$ cat src/rtl/core/fed_pkg.sv
// Shared types, constants and helpers for the feedback echo delay.
// No dependencies; used by every other file of the block.
`default_nettype none

package fed_pkg;

  localparam int DELAY_LENGTH = 65536;
  localparam int SAMPLE_WIDTH = 24;
  localparam int ADDR_W       = $clog2(DELAY_LENGTH);
  localparam int GAIN_W       = 16;
  localparam int GAIN_SHIFT   = 15;
  localparam int CFG_IDX_W    = 2;
  localparam int CFG_DATA_W   = 16;

  // product of a sample and an unsigned gain, plus the shifted and summed forms
  localparam int PROD_W = SAMPLE_WIDTH + GAIN_W + 1;
  localparam int SHR_W  = PROD_W - GAIN_SHIFT;
  localparam int SUM_W  = SHR_W + 1;

  typedef logic signed [SAMPLE_WIDTH-1:0] sample_t;
  typedef logic        [ADDR_W-1:0]       addr_t;
  typedef logic        [GAIN_W-1:0]       gain_t;

  localparam gain_t GAIN_ONE = gain_t'(1 << GAIN_SHIFT);

  typedef enum logic [CFG_IDX_W-1:0] {
    REG_READ_OFFSET = 2'd0,
    REG_WET_MIX     = 2'd1,
    REG_FEEDBACK    = 2'd2
  } cfg_idx_t;

  typedef struct packed {
    logic    en;
    addr_t   addr;
    sample_t data;
  } mem_wr_t;

  function automatic gain_t gain_clamp(input logic [CFG_DATA_W-1:0] g);
    gain_clamp = (g > CFG_DATA_W'(GAIN_ONE)) ? GAIN_ONE : gain_t'(g);
  endfunction

  function automatic sample_t sat_sample(input logic signed [SUM_W-1:0] v);
    logic signed [SUM_W-1:0] hi;
    logic signed [SUM_W-1:0] lo;
    hi = SUM_W'({1'b0, {(SAMPLE_WIDTH-1){1'b1}}});
    lo = -hi - SUM_W'(1);
    if (v > hi) begin
      sat_sample = sample_t'(hi);
    end else if (v < lo) begin
      sat_sample = sample_t'(lo);
    end else begin
      sat_sample = sample_t'(v);
    end
  endfunction

endpackage

`default_nettype wire

$ cat src/rtl/core/fed_blend.sv
// Q1.15 two-way blend: registered products, then floor shift, add, saturate.
// Depends on fed_pkg.
`default_nettype none

module fed_blend (
  input  wire logic             clk,
  input  wire logic             en,
  input  wire fed_pkg::sample_t delayed,
  input  wire fed_pkg::sample_t dry,
  input  wire fed_pkg::gain_t   gain,
  input  wire fed_pkg::gain_t   gain_c,
  output fed_pkg::sample_t      mix
);

  logic signed [fed_pkg::PROD_W-1:0] pa_nxt, pb_nxt, pa_r, pb_r;
  logic signed [fed_pkg::SHR_W-1:0]  sa, sb;
  logic signed [fed_pkg::SUM_W-1:0]  sum;

  always_comb begin
    pa_nxt = fed_pkg::PROD_W'(delayed) * fed_pkg::PROD_W'($signed({1'b0, gain}));
    pb_nxt = fed_pkg::PROD_W'(dry) * fed_pkg::PROD_W'($signed({1'b0, gain_c}));
  end

  always_ff @(posedge clk) begin
    if (en) begin
      pa_r <= pa_nxt;
      pb_r <= pb_nxt;
    end
  end

  // arithmetic shift gives floor rounding
  always_comb begin
    sa  = fed_pkg::SHR_W'(pa_r >>> fed_pkg::GAIN_SHIFT);
    sb  = fed_pkg::SHR_W'(pb_r >>> fed_pkg::GAIN_SHIFT);
    sum = fed_pkg::SUM_W'(sa) + fed_pkg::SUM_W'(sb);
    mix = fed_pkg::sat_sample(sum);
  end

endmodule

`default_nettype wire

$ cat config.mk
export PLATFORM = sky130hd
export DESIGN_NAME = fed_blend
export DESIGN_NICKNAME = d
export VERILOG_FILES = /design/src/rtl/core/fed_pkg.sv /design/src/rtl/core/fed_blend.sv
export SDC_FILE = /design/constraint.sdc
export NUM_CORES = 2
export LEC_CHECK = 0
export ABC_AREA = 1
export BUFFER_PORTS_ARGS = -buffer_cell sky130_fd_sc_hd__buf_2
export CAP_MARGIN = 20
export CELL_PAD_IN_SITES_DETAIL_PLACEMENT = 1
export CELL_PAD_IN_SITES_GLOBAL_PLACEMENT = 1
export CORE_UTILIZATION = 54
export DETAILED_ROUTE_END_ITERATION = 7
export PLACE_DENSITY = 0.95
export SLEW_MARGIN = 20
export SYNTH_ARGS = -nofsm -noshare
export SYNTH_HDL_FRONTEND = slang
export SYNTH_SLANG_ARGS = --single-unit
$ cat constraint.sdc
create_clock -name clk -period 21.7 [get_ports clk]
set_input_delay 6.51 -clock clk [delete_from_list [all_inputs] [get_ports clk]]
set_output_delay 6.51 -clock clk [all_outputs]
set_load 0.01 [all_outputs]
# After elaboration in Yosys (flattened, before gate mapping)

Index checks and enable logic that the tools add are counted.

Add/sub/neg operators: 1
Bitwise operators: 0
Mux-type cells: 2
Magnitude comparators: 2
Divide/modulo/power cells: 0
Shift operators: 0
Multiply operators: 2
Equal/unequal tests: 0
Reductions and logical operators: 0

Operators with widths:

| cell                                                                               | number |
|---|---|
| 24-bit by 17-bit multiplier with 41-bit output                                     | 2 |
| 24-bit 2-to-1 mux                                                                  | 2 |
| 26-bit by 26-bit adder with 27-bit output                                          | 1 |
| 27-bit by 24-bit greater-than comparator with 1-bit output (second input constant) | 1 |
| 27-bit by 24-bit < comparator with 1-bit output (second input constant)            | 1 |

Memories kept: 0
Memory bits (read-only): 0
Logic and storage cells: 9
Output and inout bits: 24
Flip-flop bits (word level): 82
Bits in writable memories: 0
Input port bits: 82
Latch bits: 0

# Logic depth before layout (Yosys ltp)

Depth in word-level cells: 4
Gate-level depth with buffers: 27
Mapped depth without buffers: 26

# Worst setup path after synthesis

OpenSTA, ideal clock, no wires.

Path kind: input to register
From: input dry[23]
To: register pb_r[40] in the netlist's numbering, data pin
Arrival: 11.772 ns
Library setup time: 0.252 ns
Data required time: 21.448 ns
Slack: 9.676 ns
Cell stages on the path: 21
Buffers on the path: 2
Cell sequence: clkbuf_1 > clkbuf_1 > nand2_1 > fa_1 > fa_1 > inv_1 > fa_1 > fa_1 > fa_1 > inv_1 > fa_1 > inv_1 > ha_1 > a21oi_1 > inv_1 > a31oi_1 > a21boi_0 > o21a_1 > nand2_1 > nand2_1 > nand2_1

Word-level cells in the longest chain between the ends: 1

RTL lines:

| element                                        | line            | RTL |
|---|---|---|
| start: declaration                             | fed_blend.sv:9  | `input wire fed_pkg::sample_t dry,` |
| 24-bit by 17-bit multiplier with 41-bit output | fed_blend.sv:21 | `pb_nxt = fed_pkg::PROD_W'(dry) * fed_pkg::PROD_W'($signed({1'b0, gain_c}));` |
| net pb_nxt, one bit                            | fed_blend.sv:15 | `logic signed [fed_pkg::PROD_W-1:0] pa_nxt, pb_nxt, pa_r, pb_r;` |
| end signal: assignment                         | fed_blend.sv:27 | `pb_r <= pb_nxt;` |
| end: declaration                               | fed_blend.sv:15 |  |

The timed path passes the listed nets, and every way through them passes these cells.
A chain may end at the register's enable or synchronous reset.

# Worst setup path in the final report

From: input gain[2]
To: register pa_r[37] in the netlist's numbering, data pin

Word-level cells in the longest chain between the ends: 1

RTL lines:

| element                                        | line            | RTL |
|---|---|---|
| start: declaration                             | fed_blend.sv:10 | `input wire fed_pkg::gain_t gain,` |
| 24-bit by 17-bit multiplier with 41-bit output | fed_blend.sv:20 | `pa_nxt = fed_pkg::PROD_W'(delayed) * fed_pkg::PROD_W'($signed({1'b0, gain}));` |
| net pa_nxt, one bit                            | fed_blend.sv:15 |  |
| end signal: assignment                         | fed_blend.sv:26 | `pa_r <= pa_nxt;` |
| end: declaration                               | fed_blend.sv:15 |  |

The timed path passes the listed nets, and every way through them passes these cells.

==> results by group <==
Floorplanning
  – Die span in x: between 200 and 250 um
  – Starting Density: between 50 and 60%
  – Core area: around 0.06 mm^2
  – Cell Rows: 89
  – I/O pin count: 106
  – Die height: 248 um
  – Die area: 0.0616 mm^2

Layout
  – # nets final: between 5000 and 6000
  – Area Overhead vs Synth: 3.12%
  – # fillers: 7645
  – Register area: between 0.0015 and 0.002 mm^2
  – Post-Layout Inst Area: 0.0337 mm^2
  – Multi-input gate area: 0.0255 mm^2
  – Antenna cell count: 0
  – Share of cells above drive strength 1: 3.73%

Setup path
  – Cells along the critical path: buf_2 -> nand2_1 -> fa_1 -> fa_1 -> inv_1 -> fa_1 -> fa_1 -> fa_1 -> inv_1 -> fa_1 -> inv_1 -> ha_1 -> nand2_1 -> nor2_1 -> inv_1 -> nor3_1 -> nand3_1 -> nand3_1 -> xor2_1
  – Buffers & Inverters on Critical Path: 5
  – Critical path type: in -> reg
  – Slowest cell on crit path: fa_1
  – CP startpoint kind: input pin
  – Most Frequent Cell on Critical Path: fa_1
  – CP endpoint kind: flop
  – Req. time, crit path: 21740 ps
  – CP peak stage delay: 810 ps
  – Worst endpoint data arrival time: 12790 ps
  – CP delay by family, top: adder cells
  – CP max FO: 24

Timing
  – RSZ-0062 raised after global routing: false
  – Final Cycle Share: between 50% and 60%
  – Max Slew Vio Count: 0
  – Min Tclk post-route: 12750 ps
  – Setup_tns: 0 ps
  – Slew @ Worst Pin: 798 ps
  – Final Hold Slack: 6870 ps
  – PnR worst setup slack: between 8000 and 9000 ps
  – Max Fclk: roughly 0.078 GHz
  – Hold Vio Cnt, Final: 0
  – Final setup fails: 0
  – Max-slew headroom: 46.6%

Synthesis
  – Synth Instances: around 4300
  – Mux share of post-synthesis cell area: 0%
  – Synthesized cell area: 0.0327 mm^2
  – Netlist cell types: 37
  – Synth Area in Adders: 54.5%
  – Synth Area in Compound Gates: 3.52%
  – Post-synthesis sequential area ratio: 4.77%
  – Flops & latches, synth: between 50 and 60
  – Xor and xnor area share after synthesis: 1.98%
  – Largest family of logic cells by synthesized area: adder cells
  – Simple-gate share of the synthesized area: 17.8%
  – Avg Cell Area, Syn: 7.64 um^2
  – YS warnings: 0
  – Mapped Nets: 5339

Clock network
  – Clk buf depth: 2
  – # clock sinks: 52
  – Clock slew at reported path FFs: around 80 ps
  – Resized cells post-CTS: 0
  – H-tree depth: 2
  – CTS buffer count: 5
  – CTS tree: built
  – # hold bufs at CTS: 0
  – Post-CTS Setup Inserts: 0
  – CTS Root Cell: clkbuf_16

Placement
  – Port bufs: approximately 110
  – Placed cell area: about 0.034 mm^2
  – Pre-CTS setup slack: 8750 ps
  – GP Congestion: 0.937
  – Dpl hpwl: 101 mm

Global routing
  – Largest net degree at the start of global routing: 53
  – Vias in the first global route: 33900
  – Initial antenna violation count: 0
  – Tot GR Track Use: 40.1%
  – First-pass GRT wire length: 186 mm
  – Grt ovf: 0

Hold path
  – HP Class: in -> reg

Routing
  – Final ANT Viol Nets: 0
  – 1st-iter DRT viols: 1967
  – First-pass DRT Iterations: 7
  – Drc violations: 0
  – Via count: 28700
  – Number of vias per cell: 5.74
  – Total wire length: about 120 mm
  – WL/cell: 23.7 um

Job
  – Maxcap violations: 0

Run status
  – Outcome: finished clean
[path summary, 6_finish.rpt]
kind / depth (start not counted) / endpoint / startpoint
setup / recovery: 19 / pa_r[37] / gain[2]
hold / removal: 2 / pa_r[15] / en
[flip-flops by register name, summed over array words and instances, names as in the netlist]
name	cells
pb_r	26
pa_r	26
[area by class of cell]
type	count	share of cell area (%)
multi-input combinational	2723	75.5
inverter	1347	15.0
sequential	52	4.63
tap	773	2.87
timing repair buffer	106	1.58
clock buffer	5	0.371
clock inverter	3	0.100
[synthesized netlist by cell type (all sizes together)]
cell type	n	area [um^2]
o21bai	6	45.0
fa	751	15000
nor2	158	618
a211oi	1	7.51
nand3b	2	15.0
buf	4	52.6
o31ai	1	7.51
xnor2	25	219
a21o	17	128
nand4	12	75.1
nor4	6	37.5
a31oi	18	113
o21ai	51	255
or2	1	6.26
and3	6	37.5
o211ai	4	30.0
a21boi	5	37.5
o21a	7	52.6
edfxtp	52	1560
ha	224	2800
xor2	49	429
a21oi	95	475
nor3	22	120
clkbuf	156	586
inv	1347	5060
nand3	65	330
nand2	1195	4570
and2	2	12.5
[cells by family after synthesis]
logic type / after synthesis
compound gates: 205
xor+xnor: 74
fa+ha+maj: 975
buf+inv: 1507
flops: 52
simple gates: 1469
[layout by cell type, fill, tap and decap left out, types with 2 or more instances in the layout]
| cell type | instances |
|---|---|
| nor2_1 | 152 |
| nand3_1 | 64 |
| a31oi_1 | 18 |
| and2_1 | 2 |
| a21oi_1 | 95 |
| inv_2 | 5 |
| xnor2_1 | 25 |
| o21ai_0 | 50 |
| o21bai_1 | 6 |
| xor2_1 | 49 |
| nand2_1 | 1165 |
| nand3b_1 | 2 |
| a21boi_0 | 5 |
| and3_1 | 6 |
| a21o_1 | 17 |
| o21a_1 | 7 |
| nor2_4 | 2 |
| nand4_1 | 12 |
| nor3_2 | 2 |
| nor2_2 | 4 |
| ha_1 | 224 |
| nor4_1 | 6 |
| nand2_2 | 29 |
| buf_2 | 105 |
| o211ai_1 | 4 |
| clkbuf_16 | 5 |
| fa_1 | 751 |
| edfxtp_1 | 52 |
| nor3_1 | 20 |
| inv_1 | 1342 |
[per-stage QoR]
| stage | std cells | utilization (%) |
|---|---|---|
| 2_1_floorplan | 4282 | - |
| 3_3_place_gp | 5001 | 56.5 |
| 3_5_place_dp | 5001 | 56.5 |
| 4_1_cts | 5009 | 56.7 |
| 5_1_grt | 5009 | 56.7 |
| 6_report | 5009 | 56.7 |
[layer usage]
metal	part of all wire (%)	vias up	global-route usage, %	wire length, um
li1	-	11900	-	-
met1	32	14400	40.8	38400
met2	51	1671	71.5	60300
met3	7.7	780	8.33	9140
met4	9.1	0	31.2	10800
met5	0	-	0	0
Power is left out: the tool's default activity adds up to more than one toggle a clock period on the data nets, which glitch-free logic cannot reach.
